--- src/rtl/stbs_pkg.sv ---
// Package with shared types and constants of the sortable table block.
`timescale 1ns / 1ps
package stbs_pkg;
	localparam int Capacity = 256;
	localparam int AddrW = $clog2(Capacity);
	localparam int CountW = AddrW + 1;

	typedef enum logic [1:0] {
		OP_PUSH = 2'd0,
		OP_POP = 2'd1,
		OP_SORT = 2'd2,
		OP_SEARCH = 2'd3
	} opcode_t;

	typedef enum logic [1:0] {
		ST_OK = 2'd0,
		ST_NOT_FOUND = 2'd1,
		ST_POP_EMPTY = 2'd2,
		ST_PUSH_FULL = 2'd3
	} status_t;

	// Datapath commands issued by the controller in one cycle.
	typedef struct packed {
		logic load_req;     // capture opcode and operand
		logic push_wr;      // write operand at count, count+1
		logic pop_dec;      // count-1, read top entry
		logic rd_mid;       // read entry at midpoint of lo/hi
		logic srch_init;    // lo=0, hi=count-1
		logic srch_step;    // compare read data, narrow lo/hi
		logic sort_init;    // i=1
		logic rd_key;       // read entries[i], j=i
		logic key_cap;      // capture key from read data
		logic rd_prev;      // read entries[j-1]
		logic shift_wr;     // entries[j]=read data, j--
		logic key_wr;       // entries[j]=key, i++
		logic res_pop;      // result from read data
		logic res_status;   // result with status only
		logic res_found;    // result from search hit
		status_t status;
	} stbs_cmd_t;

	// Datapath status seen by the controller.
	typedef struct packed {
		opcode_t op;
		logic empty;
		logic full;
		logic srch_done;    // lo > hi
		logic hit;          // read data equals operand
		logic sort_done;    // i >= count
		logic j_zero;
		logic prev_gt;      // read data greater than key
		logic out_busy;     // output register holds a result
	} stbs_stat_t;
endpackage

--- src/rtl/stbs_ctrl.sv ---
// Controller state machine of the sortable table.
`timescale 1ns / 1ps
module stbs_ctrl (
	input  logic clk,
	input  logic arst_n,
	input  logic in_valid,
	output logic in_ready,
	input  stbs_pkg::stbs_stat_t stat,
	output stbs_pkg::stbs_cmd_t cmd
);
	import stbs_pkg::*;

	typedef enum logic [10:0] {
		S_IDLE   = 11'b00000000001,
		S_DISP   = 11'b00000000010,
		S_POPRD  = 11'b00000000100,
		S_SRCH   = 11'b00000001000,
		S_SCMP   = 11'b00000010000,
		S_SORT   = 11'b00000100000,
		S_KEY    = 11'b00001000000,
		S_PREV   = 11'b00010000000,
		S_PCMP   = 11'b00100000000,
		S_WAIT   = 11'b01000000000,
		S_RES    = 11'b10000000000
	} state_t;

	state_t state_q, state_d;

	always_comb begin
		cmd = '0;
		cmd.status = ST_OK;
		state_d = state_q;
		in_ready = 1'b0;
		unique case (state_q)
			S_IDLE: begin
				in_ready = 1'b1;
				if (in_valid) begin
					cmd.load_req = 1'b1;
					state_d = S_DISP;
				end
			end
			S_DISP: begin
				if (!stat.out_busy) begin
					unique case (stat.op)
						OP_PUSH: begin
							if (stat.full) begin
								cmd.res_status = 1'b1;
								cmd.status = ST_PUSH_FULL;
							end else begin
								cmd.push_wr = 1'b1;
								cmd.res_status = 1'b1;
							end
							state_d = S_IDLE;
						end
						OP_POP: begin
							if (stat.empty) begin
								cmd.res_status = 1'b1;
								cmd.status = ST_POP_EMPTY;
								state_d = S_IDLE;
							end else begin
								cmd.pop_dec = 1'b1;
								state_d = S_POPRD;
							end
						end
						OP_SORT: begin
							cmd.sort_init = 1'b1;
							state_d = S_SORT;
						end
						OP_SEARCH: begin
							cmd.srch_init = 1'b1;
							state_d = S_SRCH;
						end
						default: state_d = S_IDLE;
					endcase
				end
			end
			S_POPRD: begin
				cmd.res_pop = 1'b1;
				state_d = S_IDLE;
			end
			S_SRCH: begin
				if (stat.srch_done) begin
					cmd.res_status = 1'b1;
					cmd.status = ST_NOT_FOUND;
					state_d = S_IDLE;
				end else begin
					cmd.rd_mid = 1'b1;
					state_d = S_SCMP;
				end
			end
			S_SCMP: begin
				if (stat.hit) begin
					cmd.res_found = 1'b1;
					state_d = S_IDLE;
				end else begin
					cmd.srch_step = 1'b1;
					state_d = S_SRCH;
				end
			end
			S_SORT: begin
				if (stat.sort_done) begin
					cmd.res_status = 1'b1;
					state_d = S_IDLE;
				end else begin
					cmd.rd_key = 1'b1;
					state_d = S_KEY;
				end
			end
			S_KEY: begin
				cmd.key_cap = 1'b1;
				state_d = S_PREV;
			end
			S_PREV: begin
				if (stat.j_zero) begin
					cmd.key_wr = 1'b1;
					state_d = S_SORT;
				end else begin
					cmd.rd_prev = 1'b1;
					state_d = S_PCMP;
				end
			end
			S_PCMP: begin
				if (stat.prev_gt) begin
					cmd.shift_wr = 1'b1;
					state_d = S_PREV;
				end else begin
					cmd.key_wr = 1'b1;
					state_d = S_SORT;
				end
			end
			S_WAIT: state_d = S_IDLE;
			S_RES: state_d = S_IDLE;
			default: state_d = S_IDLE;
		endcase
	end

	always_ff @(posedge clk or negedge arst_n) begin
		if (!arst_n) begin
			state_q <= S_IDLE;
		end else begin
			state_q <= state_d;
		end
	end

	ap_ready_idle: assert property (@(posedge clk) disable iff (!arst_n)
		in_ready |-> state_q == S_IDLE) else $error("ready outside idle");
	ap_accept_disp: assert property (@(posedge clk) disable iff (!arst_n)
		(in_valid && in_ready) |=> state_q == S_DISP) else $error("request not dispatched");
	ap_one_result: assert property (@(posedge clk) disable iff (!arst_n)
		$countones({cmd.res_pop, cmd.res_status, cmd.res_found}) <= 1)
		else $error("two results at once");
endmodule

--- config.mk ---
export PLATFORM = sky130hd
export DESIGN_NAME = stbs_ctrl
export DESIGN_NICKNAME = d
export VERILOG_FILES = /design/src/rtl/stbs_pkg.sv /design/src/rtl/stbs_ctrl.sv
export SDC_FILE = /design/constraint.sdc
export NUM_CORES = 1
export LEC_CHECK = 0
export ABC_CLOCK_PERIOD_IN_PS = 1900
export BUFFER_PORTS_ARGS = -buffer_cell sky130_fd_sc_hd__buf_2
export CAP_MARGIN = 20
export CORE_MARGIN = 2
export CORE_UTILIZATION = 42
export DETAILED_ROUTE_END_ITERATION = 8
export GPL_TIMING_DRIVEN = 0
export PLACE_DENSITY = 0.82
export REMOVE_ABC_BUFFERS = 1
export SETUP_SLACK_MARGIN = 0.5
export SLEW_MARGIN = 10
export SYNTH_ARGS = -nofsm -noshare
export SYNTH_HDL_FRONTEND = slang
export SYNTH_SLANG_ARGS = --single-unit
export TNS_END_PERCENT = 100
--- constraint.sdc ---
create_clock -name clk -period 1.9 [get_ports clk]
set_input_delay 0.095 -clock clk [delete_from_list [all_inputs] [get_ports clk]]
set_output_delay 0.095 -clock clk [all_outputs]
set_load 0.005 [all_outputs]
* Word-level counts from Yosys, hierarchy flattened
Index checks and enable logic that the tools add are counted.
** Operators by class
- Mux-type cells :: 54
- Reduce and logical (&&, ||, !) cells :: 2
- Equality and inequality tests :: 14
** Operators with widths (count)
- $pmux W11 S8 :: 1
- $pmux W11 S4 :: 1
- $mux W1 :: 34
- $mux W11 :: 2
- $eq A11 B1 Y1 const B :: 1
- $eq A11 B2 Y1 const B :: 1
- $eq A11 B3 Y1 const B :: 1
- $eq A11 B4 Y1 const B :: 1
- $eq A11 B5 Y1 const B :: 1
- $eq A11 B6 Y1 const B :: 1
- $eq A11 B7 Y1 const B :: 1
- $eq A11 B8 Y1 const B :: 1
- $eq A11 B9 Y1 const B :: 1
- $mux W2 :: 5
- $mux W9 :: 1
- $mux W8 :: 1
- $pmux W2 S2 :: 2
- $mux W7 :: 1
- $mux W5 :: 1
- $eq A2 B2 Y1 const B :: 2
- $mux W4 :: 1
- $ne A2 B2 Y1 const B :: 2
- $pmux W1 S2 :: 2
- $mux W3 :: 1
- other kinds (4) :: 4
** Storage, ports and cells
- Flip-flop bits (word level) :: 11
- Bits of input ports :: 13
- Output and inout bits :: 18

* Logic depth before layout (Yosys ltp)
Gate-level depths: netlist (run 1).
- Depth after elaboration :: 4
- Depth in mapped cells :: 6
- Depth with buffers taken out :: 5

* Least setup slack after synthesis (run 1)
OpenSTA, ideal clock, no wires.
- Path type :: register to output
- From :: register state_q[6]
- To :: output port cmd[0] in the netlist's numbering
- Data arrival time :: 1.916 ns
- Required time :: 1.805 ns
- Path slack :: -0.111 ns
- Cell stages (with the launch flop) :: 7
- Path through :: dfrtp_1 -> buf_6 -> or4_4 -> nor4_4 -> nand3b_4 -> or3_4 -> o22ai_2
** RTL lines
- from (decl) :: RTL line stbs_ctrl.sv:27 : state_t state_q, state_d;
- from (signal assigned) :: RTL line stbs_ctrl.sv:141 : state_q <= state_d;
- to (decl) :: RTL line stbs_ctrl.sv:9 : output stbs_pkg::stbs_cmd_t cmd

==> flow_summary.ini, run 1 <==
[flow_run]
max-cap-violations = 0

[worst_setup_path]
required_ns = 1.80
crit_type = reg -> out
cp-end-kind = primary output
worstPathCellList = or4_4, nor4_4, nand3b_4, or3_4, o22ai_2, buf_2
startpoint_type = flop
critPathMaxFanout = 5
rrSetupSlack_ns = -0.27
cp_slowest_stage_delay_ns = 0.56
cp.arrival_ns = 2.27
crit_slowest_cell = or4_4
r2r_end = state_q[2]$_DFFE_PN0P_
regToRegStartpoint = state_q[6]$_DFFE_PN0P_
reg2regPathDepth = 7

[placement]
detailedPlace.worstSlack_ns = -0.367
port_buffers = 30
place_congestion = 0.764
dpl-instance-area_um2 = 923
hpwl_um = 1490

[pwr]
p_int_mw = 0.725
power_mw = 1.23
comb_power_share_pct = 63.1
seq_power_share_pct = 23.9
power_density_mw_per_mm2 = 916
p_leak_nw = 0.618
switchingPower_mw = 0.509
clockPowerShare_pct = 13.1
sw_frac_of_total_pct = 41.3
ir_drop_v = 0.000479

[clock_tree]
clock_latency_ns = 0.28
cts_tree = yes
ctsHtreeMaxLevel = 1
cts.clk_slew.worst_paths_ns = 0.07
cts_buffers = 3
clkSinkCount = 9
clock_tree.root_cell = clkbuf_4
max-clock-path-buffers = 2

[synthesis]
synth_top_area_share_pct = 25.7
synth_area_per_cell_um2 = 8.37
synth_cell_types = 41
synthArstFlopShare_pct = 100
synth.area.top_cells = dfrtp_1 26%, nor4_1 4.8%, nor2_1 4.3%
syn_inst = 93
synth_edf_count = 0
syn_area_um2 = 778
seq_area_frac_synth_pct = 29.1
synth_top_area_cell = dfrtp_1
ys.flop_type = dfrtp_1
ys_ff_latch = 9
ys.warnings.count = 0

[layout]
layout_commonest_cell = buf_2
synthToLayoutAreaGrowth_pct = 73.2
final_nets = 157
antennaDiodeCount = 0
final_layout_size_suffix_gt1_share_pct = 67.1
reg.largest.list = state_q (9)
final_cell_area_mm2 = 0.00135
largest_register_ffs = 9
regMostFlops = state_q
final_cell_mix = 28 x buf_2, 15 x buf_4, 9 x buf_6
utilization_pct = 78.0

[drt]
drc = 0
viasPerCell = 5.96
drt_iter0_markers = 32
dr.pass1.iters = 4
vias = 1001
wl_um = 3240
routedWlPerCell_um = 19.3
drtAntennaViolNets = 0

[grt]
antenna_found_initial = 0
track_usage_pct = 26.1
grt_pass1_vias = 881
grt_pass1_wl_um = 4020
grt.overflow.total = 0
grt_max_degree = 12

[min_path]
hold_start = stat[5]
hold_path_depth = 2
min-delay-path-class = in -> reg
holdPathEnd = state_q[4]$_DFFE_PN0P_

[timing]
slew_viol_final = 0
setup_viol = 21
finalHoldViolCount = 0
clock.fmax_mhz = 424
slew_headroom_pct = 63.1
fin_crit_sh_pct = 124
rsz0062_at_grt = yes
worstMarginPinSlew_ns = 0.547
setup_slack_ns = -0.461
fin_crit_ns = 2.36
skew_ns = 0.000712

[floorplan]
fp.dieW_um = 47.0
num_rows = 15
start_util_pct = 45.1
coreArea_mm2 = 0.00173
io_pins = 31
dieArea_mm2 = 0.00221
die_h_um = 47.0

[run_status]
status = complete, but fails checks
violations = negative setup slack
==> through the flow <==
| step | hold slack (ns) | setup TNS, ns | instances |
|---|---|---|---|
| CTS | 0.0143 | -5.97 | 163 |
| floorplan | -0.201 | -0.527 | 86 |
| global placement | -0.0454 | -1.73 | 141 |
| global route | 0.0207 | -6.42 | 168 |
| detailed placement | -0.0435 | -2.40 | 141 |
| finish | 0.0172 | -5.46 | 168 |
==> logic make-up (layout without fill, tap and decap cells) <==
family	count (synthesis)	in the layout	share of synthesized area, %
buf+inv	9	59	5.63
xor+xnor	2	2	2.25
compound gates	18	18	16.2
simple gates	55	55	46.8
flops	9	9	29.1
==> synth_stat cells (all sizes together) (2+ instances only) <==
cell type,n
xor2,2
o22ai,2
nor2,9
or4,2
inv,2
buf,3
a21oi,2
nor4b,3
dfrtp,8
clkbuf,4
nand2,7
nor3,7
and3,2
nand2b,3
nor2b,4
nor4,7
o21a,3
o21ai,6
or3,2
nor3b,2
nand3b,2
==> power groups by stage <==
stage / Clock, mW / Sequential (mW) / Combinational [mW]
after global routing: 0.174 / 0.297 / 0.801
after floorplan: 0 / 0.285 / 0.252
after global placement: 0 / 0.304 / 0.331
after detailed placement: 0 / 0.308 / 0.343
final: 0.161 / 0.294 / 0.779
after CTS: 0.156 / 0.280 / 0.596
==> what timing repair did <==
| action | in CTS | in global routing |
|---|---|---|
| gates resized for setup | 33 | 14 |
| buffers inserted | 17 | 5 |
| hold buffers | 1 | 0 |
| endpoints found under the hold margin | 9 | 0 |
| pin swaps | 11 | 13 |
| setup endpoints to repair | 26 | 26 |
==> worst max path at each step <==
stage          endpoint                    from  cells after the start  slack (ns)
2_1_floorplan    cmd[0]  state_q[8]$_DFFE_PN0P_                      5       -0.12
3_3_place_gp     cmd[0]  state_q[8]$_DFFE_PN0P_                      6       -0.32
3_5_place_dp     cmd[0]  state_q[8]$_DFFE_PN0P_                      6       -0.37
4_1_cts         cmd[15]  state_q[6]$_DFFE_PN0P_                      6       -0.60
5_1_grt         cmd[15]  state_q[6]$_DFFE_PN0P_                      6       -0.53
6_report         cmd[0]  state_q[6]$_DFFE_PN0P_                      6       -0.46
==> routing by layer <==
layer | GRT usage, % | vias to the layer above | wire [um]
li1 | - | 442 | -
met1 | 32.0 | 480 | 1310
met2 | 45.5 | 68 | 1670
met3 | 3.08 | 11 | 177
met4 | 12.2 | 0 | 76
met5 | 0 | - | 0
==> area by class of cell <==
type,instances,area [um2]
sequential,9,235
timing repair buffer,53,364
fill,110,379
inverter,2,7.51
tap,25,31.3
multi-input combinational,75,683
clock buffer,4,26.3
==> critical path: cells and delay by family, from the launching register on <==
family	cells	cell delay [ns]
DFF	1	0.41
buffers and inverters	1	0.13
AOI/OAI and AO/OA	1	0.12
and+or+nand+nor	4	1.34
Note: power is estimated with default switching activity, not from simulation.
==> run 2, diff against run 1 <==
--- a/config.mk
+++ b/config.mk
@@ -5,14 +5,15 @@
 export SDC_FILE = /design/constraint.sdc
 export NUM_CORES = 1
 export LEC_CHECK = 0
-export ABC_CLOCK_PERIOD_IN_PS = 1900
+export ABC_CLOCK_PERIOD_IN_PS = 2800
 export BUFFER_PORTS_ARGS = -buffer_cell sky130_fd_sc_hd__buf_2
 export CAP_MARGIN = 20
 export CORE_MARGIN = 2
-export CORE_UTILIZATION = 42
+export CORE_UTILIZATION = 45
 export DETAILED_ROUTE_END_ITERATION = 8
 export GPL_TIMING_DRIVEN = 0
-export PLACE_DENSITY = 0.82
+export MAX_ROUTING_LAYER = met4
+export PLACE_DENSITY = 0.83
 export REMOVE_ABC_BUFFERS = 1
 export SETUP_SLACK_MARGIN = 0.5
 export SLEW_MARGIN = 10
==> constraint.sdc (replaced) <==
create_clock -name clk -period 2.8 [get_ports clk]
set_input_delay 0.14 -clock clk [delete_from_list [all_inputs] [get_ports clk]]
set_output_delay 0.14 -clock clk [all_outputs]
set_load 0.005 [all_outputs]
==> flow_summary.ini, run 2 (same netlist as run 1, synthesis figures left out) <==
[floorplan]
start_util_pct = 46.6
num_rows = 15
coreArea_mm2 = 0.00167
dieArea_mm2 = 0.00208
io_pins = 31
fp.dieW_um = 45.6
die_h_um = 45.6

[layout]
instances_no_fill = 145
final_layout_size_suffix_gt1_share_pct = 46.1
final_cell_mix = 29 x buf_2, 9 x nor2_1, 7 x nand2_1, 7 x buf_4, 6 x nor4_1
reg.largest.list = state_q (9)
register_area_um2 = 231
synthToLayoutAreaGrowth_pct = 32.2
multi_input_area_um2 = 523
layout_commonest_cell = buf_2
largest_register_ffs = 9
final_nets = 142
regMostFlops = state_q
fillers = 170
antennaDiodeCount = 0

[grt]
grt_pass1_wl_um = 3080
grt.overflow.total = 0
grtUsageMet3_pct = 3.97
grt_util_met2_pct = 36.1
antenna_found_initial = 0
grt_max_degree = 13
grt_use_met1_pct = 24.8
top_usage_layer = met2
track_usage_pct = 21.2
grt_pass1_vias = 734

[timing]
slew_headroom_pct = 73.8
worstMarginPinSlew_ns = 0.387
setup-tns-final_ns = 0
holdWs_ns = 0.0583
slew_viol_final = 0
fin_crit_ns = 2.32
setup_viol = 0
fin_crit_sh_pct = 82.8
skew_ns = 0.00428
finalHoldViolCount = 0
clock.fmax_mhz = 431
rsz0062_at_grt = yes

[drt]
wl_um = 1940
dr.pass1.iters = 4
viasPerCell = 5.77
drtAntennaViolNets = 0
drt_iter0_markers = 35
vias = 837
routedWlPerCell_um = 13.4
drc = 0

[run_status]
status = finished, final reports clean

[clock_tree]
ctsHtreeMaxLevel = 1
clock_latency_ns = 0.26
cts.clk_slew.worst_paths_ns = 0.06
cts_tree = yes
clock_tree.root_cell = clkbuf_4
max-clock-path-buffers = 2
cts_buffers = 3
clkSinkCount = 9

[worst_setup_path]
cp-end-kind = primary output
required_ns = 2.66
crit_type = reg -> out
cp.arrival_ns = 2.18
startpoint_type = flop
critPathMaxFanout = 5

[pwr]
power_density_mw_per_mm2 = 560
ir_drop_v = 0.000434
p_leak_nw = 0.512

[min_path]
min-delay-path-class = in -> reg

[placement]
place_congestion = 0.732
port_buffers = 30
hpwl_um = 1360
dp_cells = 133

[flow_run]
max-cap-violations = 0
[run 2: cell types whose count changed in the layout (fill, tap and decap cells not counted), moves of 2 or more]
cell,previous run,this run
nor4_2,2,0
nor4_4,5,1
dfrtp_1,1,4
buf_4,15,7
dfrtp_2,7,4
nor4_1,0,6
nor3_1,2,5
nor3_4,2,0
nor2_1,7,9
buf_6,9,1
[run 2: layout make-up]
cell class	instances	share of cell area (%)
clock buffer	4	2.55
inverter	2	0.730
multi-input combinational	75	50.9
sequential	9	22.5
tap	17	2.07
timing repair buffer	38	21.3
[run 2: power breakdown]
part | switching (mW) | total [mW] | internal, mW | leakage (nW)
clock network | 0.0446 | 0.0995 | 0.0549 | 0.0150
registers | 0.0517 | 0.207 | 0.156 | 0.115
logic | 0.128 | 0.269 | 0.142 | 0.382
[run 2: critical path, cell delays in order, from the launching register on]
cell and delay (ns):
dfrtp_2 0.41, or4_4 0.55, nor4_4 0.23, nand3b_4 0.11, or3_4 0.38, nor3_2 0.11, buf_2 0.13
[run 2: worst paths after layout]
path,from,end,slack [ns],cells after the start
setup / recovery,state_q[7]$_DFFE_PN0P_,cmd[15],0.48,6
hold / removal,stat[3],state_q[6]$_DFFE_PN0P_,0.06,2
setup reg to reg,state_q[4]$_DFFE_PN0P_,state_q[0]$_DFFE_PN1P_,0.86,4
hold reg to reg,state_q[6]$_DFFE_PN0P_,state_q[8]$_DFFE_PN0P_,0.61,2
max in group asynchronous,arst_n,state_q[0]$_DFFE_PN1P_,2.29,2
min in group asynchronous,arst_n,state_q[8]$_DFFE_PN0P_,0.26,2
[run 2: metrics by stage]
stage	utilization [%]	instance area, um2	power (mW)	worst slack, ns
CTS	61.5	1030	0.576	0.246
finish	61.6	1030	0.576	0.481
global route	61.6	1030	0.620	0.373
floorplan	-	742	0.364	0.736
global placement	54.7	913	0.432	0.528
detailed placement	54.7	913	0.440	0.487
[run 2: repair_timing]
| action | in CTS | in global routing |
|---|---|---|
| hold buffers | 1 | 0 |
| buffers inserted | 7 | 0 |
| resized for setup | 7 | 2 |
| endpoints found under the hold margin | 9 | 0 |
| setup endpoints to repair | 8 | 10 |
| pin swaps | 4 | 2 |
[run 2: layer usage]
| layer | wire [um] | up-vias |
|---|---|---|
| met5 | 0 | - |
| met1 | 846 | 381 |
| met3 | 147 | 2 |
| met4 | 8 | 0 |
| li1 | - | 413 |
| met2 | 934 | 41 |
==> run 3, diff against run 2 <==
--- a/config.mk
+++ b/config.mk
@@ -5,7 +5,7 @@
 export SDC_FILE = /design/constraint.sdc
 export NUM_CORES = 1
 export LEC_CHECK = 0
-export ABC_CLOCK_PERIOD_IN_PS = 2800
+export ABC_CLOCK_PERIOD_IN_PS = 2350
 export BUFFER_PORTS_ARGS = -buffer_cell sky130_fd_sc_hd__buf_2
 export CAP_MARGIN = 20
 export CORE_MARGIN = 2
==> constraint.sdc (replaced) <==
create_clock -name clk -period 2.35 [get_ports clk]
set_input_delay 0.1175 -clock clk [delete_from_list [all_inputs] [get_ports clk]]
set_output_delay 0.1175 -clock clk [all_outputs]
set_load 0.005 [all_outputs]
==> flow_summary.ini, run 3 (same netlist as run 1, synthesis figures left out) <==
[timing]
setup-tns-final_ns = 0
rsz0062_at_grt = yes
fin_crit_ns = 2.30
worstMarginPinSlew_ns = 0.631
clock.fmax_mhz = 434
finalHoldViolCount = 0
skew_ns = 0.00442
slew_headroom_pct = 57.4
slew_viol_final = 0
fin_crit_sh_pct = 98.0
setup_viol = 0

[worst_setup_path]
cp-end-kind = primary output
cp_slowest_stage_delay_ns = 0.76
cp.arrival_ns = 2.19
reg2regPathDepth = 4
r2r_end = state_q[0]$_DFFE_PN1P_
worstPathCellList = or4b_2, nor3b_1, o21ai_1, o41ai_2, buf_2
crit_slowest_cell = or4b_2
rrSetupSlack_ns = 0.37
crit_type = reg -> out
startpoint_type = flop
regToRegStartpoint = state_q[4]$_DFFE_PN0P_
required_ns = 2.23
critPathMaxFanout = 7

[floorplan]
io_pins = 31
start_util_pct = 46.6
fp.dieW_um = 45.6
coreArea_mm2 = 0.00167
dieArea_mm2 = 0.00208
die_h_um = 45.6
num_rows = 15

[grt]
grt.overflow.total = 0
antenna_found_initial = 0
grt_max_degree = 13
grt_pass1_wl_um = 3200
grt_pass1_vias = 760
track_usage_pct = 22.0

[pwr]
p_leak_nw = 0.542
power_mw = 0.747
power_density_mw_per_mm2 = 659
ir_drop_v = 0.000569

[clock_tree]
clock_tree.root_cell = clkbuf_4
cts.clk_slew.worst_paths_ns = 0.06
cts_tree = yes
clock_latency_ns = 0.26
max-clock-path-buffers = 2
clkSinkCount = 9
cts_buffers = 3
ctsHtreeMaxLevel = 1

[min_path]
hold_path_depth = 2
holdPathEnd = state_q[4]$_DFFE_PN0P_
min-delay-path-class = in -> reg
hold_start = stat[5]

[layout]
antennaDiodeCount = 0
utilization_pct = 67.9
final_cell_mix = 28 x buf_2, 8 x buf_4, 7 x nor2_1
regMostFlops = state_q
final_layout_size_suffix_gt1_share_pct = 54.9
reg.largest.list = state_q (9)
layout_commonest_cell = buf_2
synthToLayoutAreaGrowth_pct = 45.7
largest_register_ffs = 9
final_nets = 147

[run_status]
status = finished, final reports clean

[placement]
port_buffers = 30
hpwl_um = 1360
place_congestion = 0.732

[drt]
routedWlPerCell_um = 14.3
drc = 0
viasPerCell = 5.68
wl_um = 2140
drtAntennaViolNets = 0
drt_iter0_markers = 16
vias = 852
dr.pass1.iters = 4

[flow_run]
max-cap-violations = 0
run 3: cell type report:
class | count | area [um2]
Multi-Input combinational cell | 75 | 567
Fill cell | 156 | 537
Timing Repair Buffer | 43 | 278
Sequential cell | 9 | 234
Clock buffer | 4 | 26.3
Tap cell | 17 | 21.3
Inverter | 2 | 7.51
run 3: how the worst max path moves through the flow:
stage,startpoint,endpoint,slack (ns),cells past startpoint
floorplan,state_q[8]$_DFFE_PN0P_,cmd[0],0.31,5
global placement,state_q[8]$_DFFE_PN0P_,cmd[0],0.10,6
detailed placement,state_q[8]$_DFFE_PN0P_,cmd[15],0.06,6
CTS,state_q[7]$_DFFE_PN0P_,cmd[15],-0.17,6
global route,state_q[7]$_DFFE_PN0P_,cmd[1],-0.05,6
finish,state_q[4]$_DFFE_PN0P_,cmd[3],0.05,5
run 3: what timing repair did:
| item | 4_1_cts | 5_1_grt |
|---|---|---|
| pin swaps | 6 | 6 |
| setup endpoints to repair | 21 | 23 |
| endpoints found under the hold margin | 9 | 0 |
| setup buffers | 8 | 4 |
| hold buffers | 1 | 0 |
| gates resized for setup | 15 | 10 |
run 3: through the flow:
stage / hold slack (ns) / cells / worst slack [ns] / area, um2
floorplan: -0.178 / 86 / 0.308 / 742
global placement: -0.0215 / 133 / 0.101 / 913
detailed placement: -0.0177 / 133 / 0.0595 / 913
CTS: 0.0234 / 146 / -0.174 / 1060
global route: 0.0423 / 150 / -0.0546 / 1130
finish: 0.0419 / 150 / 0.0470 / 1130
run 3: worst max-delay path, delay by kind of cell (launching register included):
| family | cells | cell delay [ns] |
|---|---|---|
| flip-flops | 1 | 0.45 |
| buffers and inverters | 1 | 0.17 |
| AO/OA/AOI/OAI | 2 | 0.26 |
| AND/OR/NAND/NOR | 2 | 1.05 |
run 3: power by group:
group | total (mW) | switching [mW] | internal [mW]
Combinational | 0.369 | 0.170 | 0.199
Clock | 0.120 | 0.0542 | 0.0654
Sequential | 0.259 | 0.0725 | 0.186
run 3: metal layers:
layer	GRT usage [%]	wire length, um
met1	24.8	918
met2	38.6	1090
met3	3.97	129
met4	7.06	8
met5	-	0
